`src/hdl/tcpt_pkg.sv`:
```
// Package with shared types, constants and the arctangent table for the curve block.
`timescale 1ns / 1ps
`default_nettype none

package tcpt_pkg;

    // Number of axes that the block evaluates side by side.
    localparam int NUM_AXES = 3;

    // Register indexes on the configuration port (paddr[4:3]).
    localparam logic [1:0] REG_AXIS_X = 2'd0;
    localparam logic [1:0] REG_AXIS_Y = 2'd1;
    localparam logic [1:0] REG_AXIS_Z = 2'd2;

    // CORDIC start value: the inverse gain 0.60725293 in Q2.30.
    localparam logic signed [31:0] CORDIC_GAIN_Q30 = 32'sd652032874;

    // Two pi in Q4.28.
    localparam logic signed [31:0] TWO_PI_Q28 = 32'sd1686629713;

    // One axis register, laid out as it is written on the bus.
    typedef struct packed {
        logic        [15:0] freq;
        logic        [15:0] phase;
        logic signed [15:0] mag;
        logic signed [15:0] offset;
    } t_axis_cfg;

    typedef t_axis_cfg [NUM_AXES-1:0] t_cfg_set;

    // Rotation state carried from cell to cell for one axis.
    typedef struct packed {
        logic signed [31:0] x;
        logic signed [31:0] y;
        logic signed [31:0] z;
        logic               neg;
    } t_rot;

    typedef t_rot [NUM_AXES-1:0] t_rot_set;

    // Arctangent of 2^-i in units of 2^-32 turn.
    function automatic logic [31:0] atan_turn(input int idx);
        logic [31:0] v;
        case (idx)
            0:       v = 32'd536870912;
            1:       v = 32'd316933406;
            2:       v = 32'd167458907;
            3:       v = 32'd85004756;
            4:       v = 32'd42667331;
            5:       v = 32'd21354465;
            6:       v = 32'd10679838;
            7:       v = 32'd5340245;
            8:       v = 32'd2670163;
            9:       v = 32'd1335087;
            10:      v = 32'd667544;
            11:      v = 32'd333772;
            12:      v = 32'd166886;
            13:      v = 32'd83443;
            14:      v = 32'd41722;
            15:      v = 32'd20861;
            16:      v = 32'd10430;
            17:      v = 32'd5215;
            18:      v = 32'd2608;
            19:      v = 32'd1304;
            20:      v = 32'd652;
            21:      v = 32'd326;
            22:      v = 32'd163;
            23:      v = 32'd81;
            default: v = 32'd0;
        endcase
        return v;
    endfunction

    // Clamp a wide signed value to the 32-bit signed range.
    function automatic logic signed [31:0] sat32(input logic signed [67:0] v);
        logic signed [31:0] r;
        if (v > 68'sd2147483647) begin
            r = 32'sh7FFFFFFF;
        end else if (v < -68'sd2147483648) begin
            r = 32'sh80000000;
        end else begin
            r = v[31:0];
        end
        return r;
    endfunction

endpackage

`default_nettype wire

```
`src/hdl/tcpt_cordic_cell.sv`:
```
// One CORDIC rotation cell, working on all three axes in parallel lanes.
`timescale 1ns / 1ps
`default_nettype none

module tcpt_cordic_cell
    import tcpt_pkg::*;
#(
    parameter int IDX = 0
) (
    input  wire logic     i_clk,
    input  wire logic     i_rst_n,
    input  wire logic     i_valid,
    input  wire t_rot_set i_rot,
    output logic          o_ready,
    output logic          o_valid,
    output t_rot_set      o_rot,
    input  wire logic     i_ready
);

    localparam logic signed [31:0] Atan = $signed(atan_turn(IDX));

    logic     r_valid;
    t_rot_set r_rot;
    t_rot_set n_rot;
    logic     w_rdy;

    assign w_rdy   = !r_valid || i_ready;
    assign o_ready = w_rdy;
    assign o_valid = r_valid;
    assign o_rot   = r_rot;

    // Rotate toward zero residual angle; shifts round toward minus infinity.
    always_comb begin
        for (int k = 0; k < NUM_AXES; k++) begin
            n_rot[k].neg = i_rot[k].neg;
            if (!i_rot[k].z[31]) begin
                n_rot[k].x = i_rot[k].x - (i_rot[k].y >>> IDX);
                n_rot[k].y = i_rot[k].y + (i_rot[k].x >>> IDX);
                n_rot[k].z = i_rot[k].z - Atan;
            end else begin
                n_rot[k].x = i_rot[k].x + (i_rot[k].y >>> IDX);
                n_rot[k].y = i_rot[k].y - (i_rot[k].x >>> IDX);
                n_rot[k].z = i_rot[k].z + Atan;
            end
        end
    end

    // Valid flag.
    always_ff @(posedge i_clk) begin
        if (!i_rst_n) begin
            r_valid <= 1'b0;
        end else if (w_rdy) begin
            r_valid <= i_valid;
        end
    end

    // Payload.
    always_ff @(posedge i_clk) begin
        if (w_rdy) begin
            r_rot <= n_rot;
        end
    end

endmodule

`default_nettype wire

```
`config.mk`:
```
export PLATFORM = sky130hd
export DESIGN_NAME = tcpt_cordic_cell
export DESIGN_NICKNAME = d
export VERILOG_FILES = /design/src/hdl/tcpt_pkg.sv /design/src/hdl/tcpt_cordic_cell.sv
export SDC_FILE = /design/constraint.sdc
export NUM_CORES = 1
export LEC_CHECK = 0
export BUFFER_PORTS_ARGS = -buffer_cell sky130_fd_sc_hd__buf_2
export CAP_MARGIN = 30
export CORE_AREA = 2 2 228 230
export DETAILED_ROUTE_END_ITERATION = 16
export DIE_AREA = 0 0 230 232
export HOLD_SLACK_MARGIN = 0.02
export PLACE_DENSITY = 0.76
export SYNTH_ARGS = -nofsm -noshare
export SYNTH_HDL_FRONTEND = slang
export SYNTH_SLANG_ARGS = --single-unit
export TNS_END_PERCENT = 100
```
`constraint.sdc`:
```
create_clock -name i_clk -period 48.2 [get_ports i_clk]
set_clock_uncertainty 0.15 [all_clocks]
set_input_delay 14.46 -clock i_clk [delete_from_list [all_inputs] [get_ports i_clk]]
set_output_delay 14.46 -clock i_clk [all_outputs]
set_load 0.1 [all_outputs]
```
# [After elaboration in Yosys (flattened, before gate mapping)]
# Cells that the tools add are included.
[totals] ram_bits=0 wordCells=33 memories=0 mem_bits_ro=0 latchBits=0 out_inout_bits=293 ff_bits=292
[op_classes] n_shift=0 div_mod_pow=0 muxes=3 reduce_logical=2 addsub=15 mul=0 order_cmp=0 eq_ne=0 n_bitwise=0
[ops] cell="two-way mux 96 bit" count=3
[ops] cell="subtractor 32 bit" count=6
[ops] cell="adder 32 x 31 -> 32 bit, second input constant" count=3
[ops] cell="adder 32 bit" count=3
[ops] cell="subtractor 32 x 31 -> 32 bit, second input constant" count=3
[ops] cell="logical NOT 1 bit" count=1
[ops] cell="logical OR 1 bit" count=1

# [Depth between registers and ports, before layout]
[logic_depth] ltp_word=2 mapped_depth=14 mapped_depth_nobuf=13

# [Worst setup path after synthesis]
# No wires, ideal clock.
[synth_path] path_kind="input -> output" from="in i_ready" to="out o_ready" arrival_time_ps=22054 t_required_ps=33590 slack_ps=11536 path_stages=1 path_buffers=0 cell_sequence="nand2b_1"
[synth_via] elab_chain_cells=1
[synth_rtl] item="start: declaration" line_no="tcpt_cordic_cell.sv:17" rtl="input wire logic i_ready"
[synth_rtl] item="logical OR 1 bit" line_no="tcpt_cordic_cell.sv:27" rtl="assign w_rdy = !r_valid || i_ready;"
[synth_rtl] item="end: declaration" line_no="tcpt_cordic_cell.sv:14" rtl="output logic o_ready,"
# Every way passes these cells.

# [Worst setup path in the final report]
# Same ends and word-level chain as after synthesis.

==> impl_metrics.env <==
export IMPL_status="finished, final reports clean"
export IMPL_cts_reportedPaths_clkPinSlew_ns=0.06
export IMPL_ir_drop_v=0.0000294
export IMPL_final_core_util=0.573
export IMPL_cts_tree="done"
export IMPL_syn_cell_area_sq_mm=0.0247
export IMPL_crit_type="input port to output pin"
export IMPL_hold_class="register to register"
export IMPL_relSlewSlack=0.369
export IMPL_track_usage=0.280
export IMPL_die_h_um=232
export IMPL_start_kind="input port"
export IMPL_drt_wl_total_um=78700
export IMPL_avgSynthCellArea_sq_um=8.90
export IMPL_synth_top_area_share=0.351
export IMPL_core_sq_mm=0.0509
export IMPL_cp_required_ns=33.59
export IMPL_fin_setup_tns_ns=0
export IMPL_hold_viol_final=0
export IMPL_drv_cap=0
export IMPL_hpwl_um=62100
export IMPL_hold_ws_ns=0.942
export IMPL_vias=23100
export IMPL_cp_max_fo=47
export IMPL_viasPerCell=5.78
export IMPL_final_area_sq_mm=0.0291
export IMPL_boundaryPins=588
export IMPL_p_per_area_mw_per_mm2=41.3
export IMPL_synthTopCellsByCount="a21oi_1, inv_1, edfxtp_1, ha_1, nor2_1"
export IMPL_async_flop_share=0
export IMPL_fp_dieArea_sq_mm=0.0534
export IMPL_totalPowerFinal_mw=1.20
export IMPL_r2r_slack_ns=45.24
export IMPL_firstDrtPassIters=8
export IMPL_placed_cell_area_sq_mm=0.0280
export IMPL_yosys_top_cells_area="edfxtp_1, ha_1, a21oi_1"
export IMPL_cts_repair_resized=0
export IMPL_grt_pass1_wl_um=118000
export IMPL_synth_most_common_cell="a21oi_1"
export IMPL_synth_seq_area_share=0.351
export IMPL_grt_max_degree=87
export IMPL_fmax_ghz=0.0332
export IMPL_cp_arrival_ns=15.55
export IMPL_synth_seq_cells=289
export IMPL_grt_ovfl_total=0
export IMPL_drc=0
export IMPL_antenna_left=0
export IMPL_dr_first_iter_drc_count=2160
export IMPL_clockBufferDepth=3
export IMPL_gp_congestion=0.995
export IMPL_cts_root_buf="clkbuf_16"
export IMPL_synth_edf_count=288
export IMPL_die_w_um=230
export IMPL_clkSinkCount=289
export IMPL_wl_per_cell_um=19.7
export IMPL_ys_flop_type="edfxtp_1"
export IMPL_syn2layout_area_growth_pct=18.1
export IMPL_synth_warnings=0
export IMPL_cts_setup_buffers=0
export IMPL_numCtsBuffers=35
export IMPL_antenna_found_initial=20
export IMPL_cts_htree_levels=2
export IMPL_worst_slew_pin_transition_ns=0.947
export IMPL_yosys_area_top_type="edfxtp_1"
export IMPL_p_leak_nw=13.4
export IMPL_placementRows=83
export IMPL_worst_skew_pair_late_latency_ns=0.52
export IMPL_rsz0062_at_grt="false"
export IMPL_end_kind="output pin"
export IMPL_port_buffers=587
export IMPL_fin_nets=3869
export IMPL_syn_nets=3360
export IMPL_slew_viol_final=0
export IMPL_drive_above_1_share=0.206
export IMPL_period_needed_ns=30.16
export IMPL_ys_types=81
export IMPL_fin_crit_sh=0.626
export IMPL_setup_violations=0
export IMPL_initial_core_util=0.485
export IMPL_ctsHoldBuffers=0
export IMPL_syn_inst=2771
export IMPL_grt_pass1_vias=21000
[power by group]
part / total, mW / switching, mW / internal [mW] / leakage, nW
logic: 0.603 / 0.485 / 0.118 / 9.86
clock network: 0.254 / 0.106 / 0.149 / 0.516
registers: 0.346 / 0.0140 / 0.332 / 2.99
[per-layer routing]
layer / global-route usage / vias to the layer above / part of all wire
met2: 0.443 / 1213 / 0.45
met1: 0.375 / 10700 / 0.41
met5: 0 / - / 0.00089
met4: 0.121 / 12 / 0.041
met3: 0.0528 / 193 / 0.089
li1: - / 10900 / -
[layout make-up]
type,instances,area (sq um)
clock inverter,21,193
antenna,12,30.0
tap,680,851
inverter,309,1160
fill,4627,21700
multi-input combinational,2049,14300
sequential,289,8670
clock buffer,38,887
timing repair buffer,596,3010
[cell usage in the layout (no fill, tap or decap), drive strengths merged, types with 10 or more instances in the layout]
cell and instances:
buf 596, a21oi 341, inv 302, edfxtp 288, ha 282, nor2 241
o21ai 193, xnor2 168, nand2 131, o21bai 61, a21o 58, nor3 50
mux2i 44, clkbuf 38, nand2b 34, a211oi 33, nand3 31, nor2b 28
a31oi 25, o31ai 24, nand4 23, nor4 22, clkinv 20, o21a 16
o22ai 15, o211ai 15, xor2 15, a221oi 13, diode 12, fa 12
a311oi 11, or3 10, and3 10
[through the flow]
step | instances | setup slack [ns]
2_1_floorplan | 2771 | 11.54
3_3_place_gp | 3923 | 18.02
6_report | 3994 | 18.04
5_1_grt | 3991 | 17.94
3_5_place_dp | 3923 | 18.03
4_1_cts | 3982 | 18.03
[flip-flops by register name, indices dropped and copies added (netlist names)]
signal,flops
o_valid,1
o_rot,288
[final timing paths]
path | cells past startpoint | to | startpoint
setup / recovery | 3 | o_ready | i_ready
hold / removal | 1 | o_rot[25] | o_valid
setup reg to reg | 3 | o_rot[183] | o_valid
hold reg to reg | 1 | o_rot[25] | o_valid
[logic make-up after synthesis]
kind of cell,Yosys count,share of synthesized area
buffers and inverters,433,0.0673
adders and majority gates,294,0.153
and+or+nand+nor,618,0.117
DFF,289,0.351
muxes,44,0.0179
AOI/OAI and AO/OA,910,0.229
xor gates and xnor gates,183,0.0650
[critical path, cell delays in order]
cell and delay, ns:
buf_2 0.08, nand2b_4 0.47, buf_2 0.53
Note: power is estimated with default switching activity, not from simulation.
