$ cat config.mk
export PLATFORM = sky130hd
export DESIGN_NAME = tcpt_angle
export DESIGN_NICKNAME = d
export VERILOG_FILES = /design/src/hdl/tcpt_pkg.sv /design/src/hdl/tcpt_angle.sv
export SDC_FILE = /design/constraint.sdc
export NUM_CORES = 2
export LEC_CHECK = 0
export BUFFER_PORTS_ARGS = -buffer_cell sky130_fd_sc_hd__buf_4
export CORE_MARGIN = 2
export CORE_UTILIZATION = 55
export DETAILED_ROUTE_END_ITERATION = 10
export PLACE_DENSITY = 0.85
export SYNTH_ARGS = -nofsm -noshare
export SYNTH_HDL_FRONTEND = slang
export SYNTH_SLANG_ARGS = --single-unit
$ cat constraint.sdc
create_clock -name i_clk -period 10.3 [get_ports i_clk]
set_clock_uncertainty 0.1 [all_clocks]
set_input_delay 1.545 -clock i_clk [delete_from_list [all_inputs] [get_ports i_clk]]
set_output_delay 1.545 -clock i_clk [all_outputs]
set_load 0.03 [all_outputs]
$ cat src/hdl/tcpt_pkg.sv
// Package with shared types, constants and the arctangent table for the curve block.
`timescale 1ns / 1ps
`default_nettype none

package tcpt_pkg;

    // Number of axes that the block evaluates side by side.
    localparam int NUM_AXES = 3;

    // Register indexes on the configuration port (paddr[4:3]).
    localparam logic [1:0] REG_AXIS_X = 2'd0;
    localparam logic [1:0] REG_AXIS_Y = 2'd1;
    localparam logic [1:0] REG_AXIS_Z = 2'd2;

    // CORDIC start value: the inverse gain 0.60725293 in Q2.30.
    localparam logic signed [31:0] CORDIC_GAIN_Q30 = 32'sd652032874;

    // Two pi in Q4.28.
    localparam logic signed [31:0] TWO_PI_Q28 = 32'sd1686629713;

    // One axis register, laid out as it is written on the bus.
    typedef struct packed {
        logic        [15:0] freq;
        logic        [15:0] phase;
        logic signed [15:0] mag;
        logic signed [15:0] offset;
    } t_axis_cfg;

    typedef t_axis_cfg [NUM_AXES-1:0] t_cfg_set;

    // Rotation state carried from cell to cell for one axis.
    typedef struct packed {
        logic signed [31:0] x;
        logic signed [31:0] y;
        logic signed [31:0] z;
        logic               neg;
    } t_rot;

    typedef t_rot [NUM_AXES-1:0] t_rot_set;

    // Arctangent of 2^-i in units of 2^-32 turn.
    function automatic logic [31:0] atan_turn(input int idx);
        logic [31:0] v;
        case (idx)
            0:       v = 32'd536870912;
            1:       v = 32'd316933406;
            2:       v = 32'd167458907;
            3:       v = 32'd85004756;
            4:       v = 32'd42667331;
            5:       v = 32'd21354465;
            6:       v = 32'd10679838;
            7:       v = 32'd5340245;
            8:       v = 32'd2670163;
            9:       v = 32'd1335087;
            10:      v = 32'd667544;
            11:      v = 32'd333772;
            12:      v = 32'd166886;
            13:      v = 32'd83443;
            14:      v = 32'd41722;
            15:      v = 32'd20861;
            16:      v = 32'd10430;
            17:      v = 32'd5215;
            18:      v = 32'd2608;
            19:      v = 32'd1304;
            20:      v = 32'd652;
            21:      v = 32'd326;
            22:      v = 32'd163;
            23:      v = 32'd81;
            default: v = 32'd0;
        endcase
        return v;
    endfunction

    // Clamp a wide signed value to the 32-bit signed range.
    function automatic logic signed [31:0] sat32(input logic signed [67:0] v);
        logic signed [31:0] r;
        if (v > 68'sd2147483647) begin
            r = 32'sh7FFFFFFF;
        end else if (v < -68'sd2147483648) begin
            r = 32'sh80000000;
        end else begin
            r = v[31:0];
        end
        return r;
    endfunction

endpackage

`default_nettype wire

$ cat src/hdl/tcpt_angle.sv
// Angle front end: forms the wrapped turn angle per axis and the CORDIC start state.
`timescale 1ns / 1ps
`default_nettype none

module tcpt_angle
    import tcpt_pkg::*;
#(
    parameter int ANGLE_BITS = 16
) (
    input  wire logic        i_clk,
    input  wire logic        i_rst_n,
    input  wire t_cfg_set    i_cfg,
    input  wire logic        i_valid,
    input  wire logic [16:0] i_param_u,
    output logic             o_ready,
    output logic             o_valid,
    output t_rot_set         o_rot,
    input  wire logic        i_ready
);

    logic                r_v0;
    logic                r_v1;
    logic [23:0]         r_prod [NUM_AXES];
    t_rot_set            r_rot;
    logic                w_rdy0;
    logic                w_rdy1;
    t_rot_set            n_rot;

    // A stage takes new data when it is empty or its successor moves.
    assign w_rdy1  = !r_v1 || i_ready;
    assign w_rdy0  = !r_v0 || w_rdy1;
    assign o_ready = w_rdy0;
    assign o_valid = r_v1;
    assign o_rot   = r_rot;

    // Phase add, truncation to the angle resolution and half-turn range reduction.
    always_comb begin
        logic [23:0] t24;
        logic [31:0] a;
        logic        neg;
        for (int k = 0; k < NUM_AXES; k++) begin
            t24 = r_prod[k] + {i_cfg[k].phase, 8'd0};
            a   = {t24[23 -: ANGLE_BITS], {(32 - ANGLE_BITS){1'b0}}};
            neg = a[31] ^ a[30];
            n_rot[k].x   = CORDIC_GAIN_Q30;
            n_rot[k].y   = 32'sd0;
            n_rot[k].z   = $signed({a[31] ^ neg, a[30:0]});
            n_rot[k].neg = neg;
        end
    end

    // Stage valid flags.
    always_ff @(posedge i_clk) begin
        if (!i_rst_n) begin
            r_v0 <= 1'b0;
            r_v1 <= 1'b0;
        end else begin
            if (w_rdy0) begin
                r_v0 <= i_valid;
            end
            if (w_rdy1) begin
                r_v1 <= r_v0;
            end
        end
    end

    // Payload: only the low 24 bits of freq*u matter, the angle wraps at one turn.
    always_ff @(posedge i_clk) begin
        if (w_rdy0) begin
            for (int k = 0; k < NUM_AXES; k++) begin
                r_prod[k] <= 24'(i_cfg[k].freq * i_param_u);
            end
        end
        if (w_rdy1) begin
            r_rot <= n_rot;
        end
    end

endmodule

`default_nettype wire

======== Word level (Yosys, flattened, before mapping) ========
Memory sizes are Yosys's and may differ from the RTL's.
Index checks and enable logic that the tools add are counted.
word-level totals
  bits in registers ....................... 53
  bits in writable memories ............... 72
  input bits .............................. 213
  output and inout port bits .............. 293
  memories kept ........................... 1
memories
  memory  depth  bits a word  rd ports  clocked after Yosys merged registers in  write ports  line              text
  r_prod  3      24           3         0                                        3            tcpt_angle.sv:23  logic [23:0] r_prod [NUM_AXES];
operators by class
  add/sub/neg operators ................... 3
  $mul .................................... 3
  mux-type cells .......................... 2
  bitwise operators ....................... 6
  reduce and logical (&&, ||, !) cells .... 4
operator list
  cell                          number
  adder 24 bit                  3
  multiplier 16 x 17 -> 24 bit  3
  bitwise XOR 1 bit             6
  zero test 1 bit               2
  logical OR 1 bit              2
  two-way mux 1 bit             2

======== Longest topological paths before layout ========
  depth after elaboration ................. 5
  gate-level depth with buffers ........... 26
  depth with buffers taken out ............ 24

======== Worst setup path after synthesis ========
Ideal clock, no wire load.
  path kind ............................... input-to-reg
  start point ............................. input i_param_u[11]
  end point ............................... memory r_prod[1][23] (netlist: r_prod[0][47]), data pin
  setup time .............................. 260 ps
  arrival ................................. 7324 ps
  setup slack ............................. 2617 ps
  stages on the path ...................... 23
  path buffers ............................ 2
  path through ............................ clkbuf_1 > clkbuf_1 > nand2_1 > fa_1 > fa_1 > fa_1 > inv_1 > fa_1 > fa_1 > inv_1 > fa_1 > inv_1 > ha_1 > a21o_1 > a2111oi_0 > a21oi_1 > nand2b_1 > o221ai_1 > o211ai_1 > nor2_1 > o21bai_1 > a21oi_1 > xnor2_1
RTL lines
  item                line              text
  start: declaration  tcpt_angle.sv:14  input wire logic [16:0] i_param_u,
  end: declaration    tcpt_angle.sv:23

==> tab_implementation.tex <==
\begin{tabular}{lr}
\hline
Metric & Value \\
\hline
\multicolumn{2}{l}{\textbf{Logic synthesis}} \\
\quad Biggest area consumer among synthesized cells & sky130\_fd\_sc\_hd\_\_fa\_1 \\
\quad Async SR Flop Fraction & 0 \\
\quad Avg Inst Size Synth & 9.093 sq um \\
\quad Synthesized area & 0.02751 sq mm \\
\quad Yosys warning total & 0 \\
\quad Leading cell type by number of instances after synthesis & sky130\_fd\_sc\_hd\_\_inv\_1 \\
\quad Most numerous cell types in the synthesized netlist & sky130\_fd\_sc\_hd\_\_inv\_1, sky130\_fd\_sc\_hd\_\_fa\_1, sky130\_fd\_sc\_hd\_\_nand2\_1, sky130\_fd\_sc\_hd\_\_and2\_1, sky130\_fd\_sc\_hd\_\_buf\_4 \\
\quad Portion of the post-synthesis area used by sequential elements & 0.1095 \\
\quad Post-synthesis instance total & 3025 \\
\quad Main area contributors after synthesis & sky130\_fd\_sc\_hd\_\_fa\_1, sky130\_fd\_sc\_hd\_\_edfxtp\_1, sky130\_fd\_sc\_hd\_\_ha\_1 \\
\quad Yosys cell types & 53 \\
\quad Predominant post-synthesis flop cell & sky130\_fd\_sc\_hd\_\_edfxtp\_1 \\
\quad Top-area cell type share of the netlist area & 0.3799 \\
\quad Count of flip-flops with a built-in enable after synthesis & 99 \\
\quad Number of synthesized register bits & 101 \\
\multicolumn{2}{l}{\textbf{Setup path}} \\
\quad Worst setup path endpoint & r\_prod[0][47] \\
\quad Logic depth of the worst register-to-register path & 13 \\
\quad End of the worst register-to-register path & o\_rot[0] \\
\quad Element type at the critical path start & primary input \\
\quad Launch point of the critical path & i\_param\_u[7] \\
\quad Peak per-stage delay on the critical path & 0.77 ns \\
\quad Critical Setup Path Class & in -> reg \\
\quad Worst Path Required & 10.35 ns \\
\quad Crit path max fanout & 48 \\
\quad Startpoint of the worst register-to-register path & r\_prod[0][8] \\
\quad Arrival time of data at the critical path endpoint & 7.96 ns \\
\quad CP cell instances & buf\_4 -> and2\_1 -> fa\_1 -> inv\_1 -> fa\_1 -> fa\_1 -> inv\_1 -> fa\_1 -> fa\_1 -> inv\_1 -> fa\_1 -> inv\_1 -> ha\_1 -> a21o\_1 -> a2111oi\_0 -> a21oi\_1 -> nand2b\_1 -> o221ai\_1 -> o211ai\_1 -> nor2\_1 -> o21bai\_1 -> a21oi\_1 -> xnor2\_1 \\
\quad Setup slack, reg-to-reg & 7.03 ns \\
\quad Crit path capture type & register \\
\quad Cell type with the highest occurrence count on the critical path & sky130\_fd\_sc\_hd\_\_fa\_1 \\
\quad Slowest cell on the critical path & sky130\_fd\_sc\_hd\_\_a2111oi\_0 \\
\multicolumn{2}{l}{\textbf{Routing}} \\
\quad Number of vias after detailed routing & 19055 \\
\quad Detailed-routing wirelength on met1 & 22.98 mm \\
\quad Post-route antenna net violation count & 0 \\
\quad Detailed Routing Iterations Pass 1 & 5 \\
\quad Per-cell via count in the routed design & 5.073 \\
\quad Met3 WL post-DR & 4.730 mm \\
\quad Length of routed met2 wiring & 28.31 mm \\
\quad Drt first-iter violations & 1085 \\
\quad Drt drc & 0 \\
\quad Highest metal layer used by the detailed router & met4 \\
\quad DRT Wirelength & 57.06 mm \\
\quad Routed len/inst & 15.19 um \\
\multicolumn{2}{l}{\textbf{Clock tree}} \\
\quad Worst-Skew Late Latency & 0.40 ns \\
\quad Total clock buffers created by CTS & 9 \\
\quad Post-CTS Resized & 0 \\
\quad Total setup buffers inserted after CTS & 0 \\
\quad Clk slew on worst S/H paths & 0.08 ns \\
\quad Clock tree buffer depth & 2 \\
\quad Clock H-tree levels & 3 \\
\quad Hold bufs inserted after CTS & 0 \\
\quad Number of sinks on the clock net & 101 \\
\quad Clk Tree Root Cell & sky130\_fd\_sc\_hd\_\_clkbuf\_16 \\
\quad CTS tree & yes \\
\multicolumn{2}{l}{\textbf{Timing}} \\
\quad Slew Limit Fails & 0 \\
\quad Hold Vio Cnt, Final & 0 \\
\quad Post-route minimum period & 7.915 ns \\
\quad Setup repair after global routing missed its margin & false \\
\quad Highest clock rate & 0.1263 GHz \\
\quad Setup total negative slack & 0 ns \\
\quad Number of setup violations in the final report & 0 \\
\quad Tightest slew margin relative to the limit & 0.4305 \\
\quad Slew @ Worst Pin & 0.8328 ns \\
\quad Final clock period utilization by the worst path & 0.7685 \\
\multicolumn{2}{l}{\textbf{Floorplan}} \\
\quad Standard cell core area & 0.04915 sq mm \\
\quad Die footprint & 0.05182 sq mm \\
\quad Chip width & 227.6 um \\
\quad Height of the die & 227.6 um \\
\quad I/O pin cnt & 506 \\
\quad Effective utilization at floorplan & 0.5596 \\
\quad Placement Rows & 81 \\
\multicolumn{2}{l}{\textbf{Power and ir drop}} \\
\quad Peak ir drop on the vdd network & 0.3344 mV \\
\quad Power consumption & 9.865 mW \\
\quad Static Leakage & 14.56 nW \\
\quad Power density over the cells & 345.0 mW/mm\^{}2 \\
\multicolumn{2}{l}{\textbf{GRT}} \\
\quad GRT overflow & 0 \\
\quad Overall Global Routing Usage & 0.2356 \\
\quad Number of global-route vias before repair & 20420 \\
\quad Number of antenna violations at the first check in global routing & 0 \\
\quad Maximum number of pins on one net before global-route repair & 49 \\
\quad Global-route wire length before repair & 96.98 mm \\
\multicolumn{2}{l}{\textbf{Finish}} \\
\quad Final antenna diode count & 0 \\
\quad Area of all sequential standard cells & 0.003013 sq mm \\
\quad Share of post-route cells with drive strength above 1 & 0.06274 \\
\quad Total Nets Final & 4059 \\
\quad Syn-to-layout area delta & 3.953\% \\
\quad Layout Utilization & 0.5817 \\
\quad Total of fill cells in the finished design & 4179 \\
\quad Area used by multi-input combinational logic & 0.02068 sq mm \\
\multicolumn{2}{l}{\textbf{Min path}} \\
\quad Class of the most critical hold timing path & reg -> reg \\
\multicolumn{2}{l}{\textbf{Placement}} \\
\quad Routability congestion estimate & 0.8971 \\
\quad HPWL reported at the end of detailed placement & 44.01 mm \\
\quad Count of port buffers added during placement & 169 \\
\multicolumn{2}{l}{\textbf{Flow run}} \\
\quad Max Cap Viol & 0 \\
\multicolumn{2}{l}{\textbf{Status}} \\
\quad Result of the run & finished, final reports clean \\
\hline
\end{tabular}
-- placed cells by master (no fill, tap or decap), types with 17 or more instances in the layout --
| master | Yosys | final |
|---|---|---|
| sky130_fd_sc_hd__edfxtp_1 | 99 | 99 |
| sky130_fd_sc_hd__nand2_1 | 416 | 415 |
| sky130_fd_sc_hd__nor2b_1 | 18 | 18 |
| sky130_fd_sc_hd__a21oi_1 | 44 | 44 |
| sky130_fd_sc_hd__buf_4 | 240 | 171 |
| sky130_fd_sc_hd__o21ai_0 | 23 | 23 |
| sky130_fd_sc_hd__conb_1 | 2 | 240 |
| sky130_fd_sc_hd__nor3_1 | 17 | 17 |
| sky130_fd_sc_hd__xor2_1 | 31 | 31 |
| sky130_fd_sc_hd__o21a_1 | 21 | 21 |
| sky130_fd_sc_hd__ha_1 | 237 | 237 |
| sky130_fd_sc_hd__fa_1 | 522 | 522 |
| sky130_fd_sc_hd__xnor2_1 | 108 | 108 |
| sky130_fd_sc_hd__and2_1 | 308 | 308 |
| sky130_fd_sc_hd__nor2_1 | 56 | 56 |
| sky130_fd_sc_hd__inv_1 | 657 | 656 |
-- state kept, by name, indices dropped and copies added (netlist names) --
| register | flops |
|---|---|
| o_rot | 51 |
| r_prod | 48 |
| o_valid | 1 |
| r_v0 | 1 |
-- through the flow --
step | instances | hold slack, ns | cell area, sq um | setup slack [ns]
3_3_place_gp | 3740 | 0.4087 | 28270 | 2.184
6_report | 3756 | 0.4353 | 28590 | 2.385
3_5_place_dp | 3740 | 0.4033 | 28270 | 2.021
4_1_cts | 3756 | 0.4329 | 28590 | 2.430
5_1_grt | 3756 | 0.4660 | 28590 | 1.982
2_1_floorplan | 3263 | 0.3627 | 28400 | 2.617
-- where the power goes --
part / switching (mW) / leakage, nW / internal (mW)
sequential: 0.0656 / 1.05 / 1.18
combinational: 4.57 / 13.4 / 3.66
clock: 0.175 / 0.155 / 0.214
-- kinds of logic (layout without fill, tap and decap cells) --
kind of cell | after synthesis | after routing | synth area share
buffers and inverters | 1015 | 844 | 0.1713
and+or+nand+nor | 853 | 853 | 0.1508
adders and majority gates | 759 | 759 | 0.4877
AOI/OAI and AO/OA | 156 | 156 | 0.03616
xor gates and xnor gates | 139 | 139 | 0.04426
DFF | 101 | 101 | 0.1095
other | 2 | 240 | 0.0002730
-- metal layers --
layer / vias to the layer above / global-route usage
met5: - / 0
met4: 0 / 0.06388
met3: 87 / 0.03638
met2: 787 / 0.4008
met1: 9600 / 0.3155
li1: 8581 / -
-- how the worst min path moves through the flow --
| stage | from | to | slack (ns) | depth (start not counted) |
|---|---|---|---|---|
| 6_report | r_v0 | o_valid | 0.44 | 1 |
| 5_1_grt | r_v0 | o_valid | 0.47 | 1 |
| 4_1_cts | r_v0 | o_valid | 0.43 | 1 |
| 3_5_place_dp | r_v0 | o_valid | 0.40 | 1 |
| 3_3_place_gp | r_v0 | o_valid | 0.41 | 1 |
| 2_1_floorplan | r_v0 | o_valid | 0.36 | 1 |
-- cell type report --
class | instances | area share
multi-input combinational | 2147 | 0.7232
sequential | 101 | 0.1054
inverter | 657 | 0.08625
timing repair buffer | 171 | 0.04490
tap | 664 | 0.02906
clock buffer | 9 | 0.007876
clock inverter | 7 | 0.003369
-- critical path: cells and delay by family --
| family | cells | cell delay [ns] |
|---|---|---|
| simple gates | 3 | 0.64 |
| xor+xnor | 1 | 0.08 |
| fa+ha+maj | 7 | 3.14 |
| compound gates | 7 | 1.79 |
| buf+inv | 5 | 0.73 |
Power figures use the tool's default switching activity.
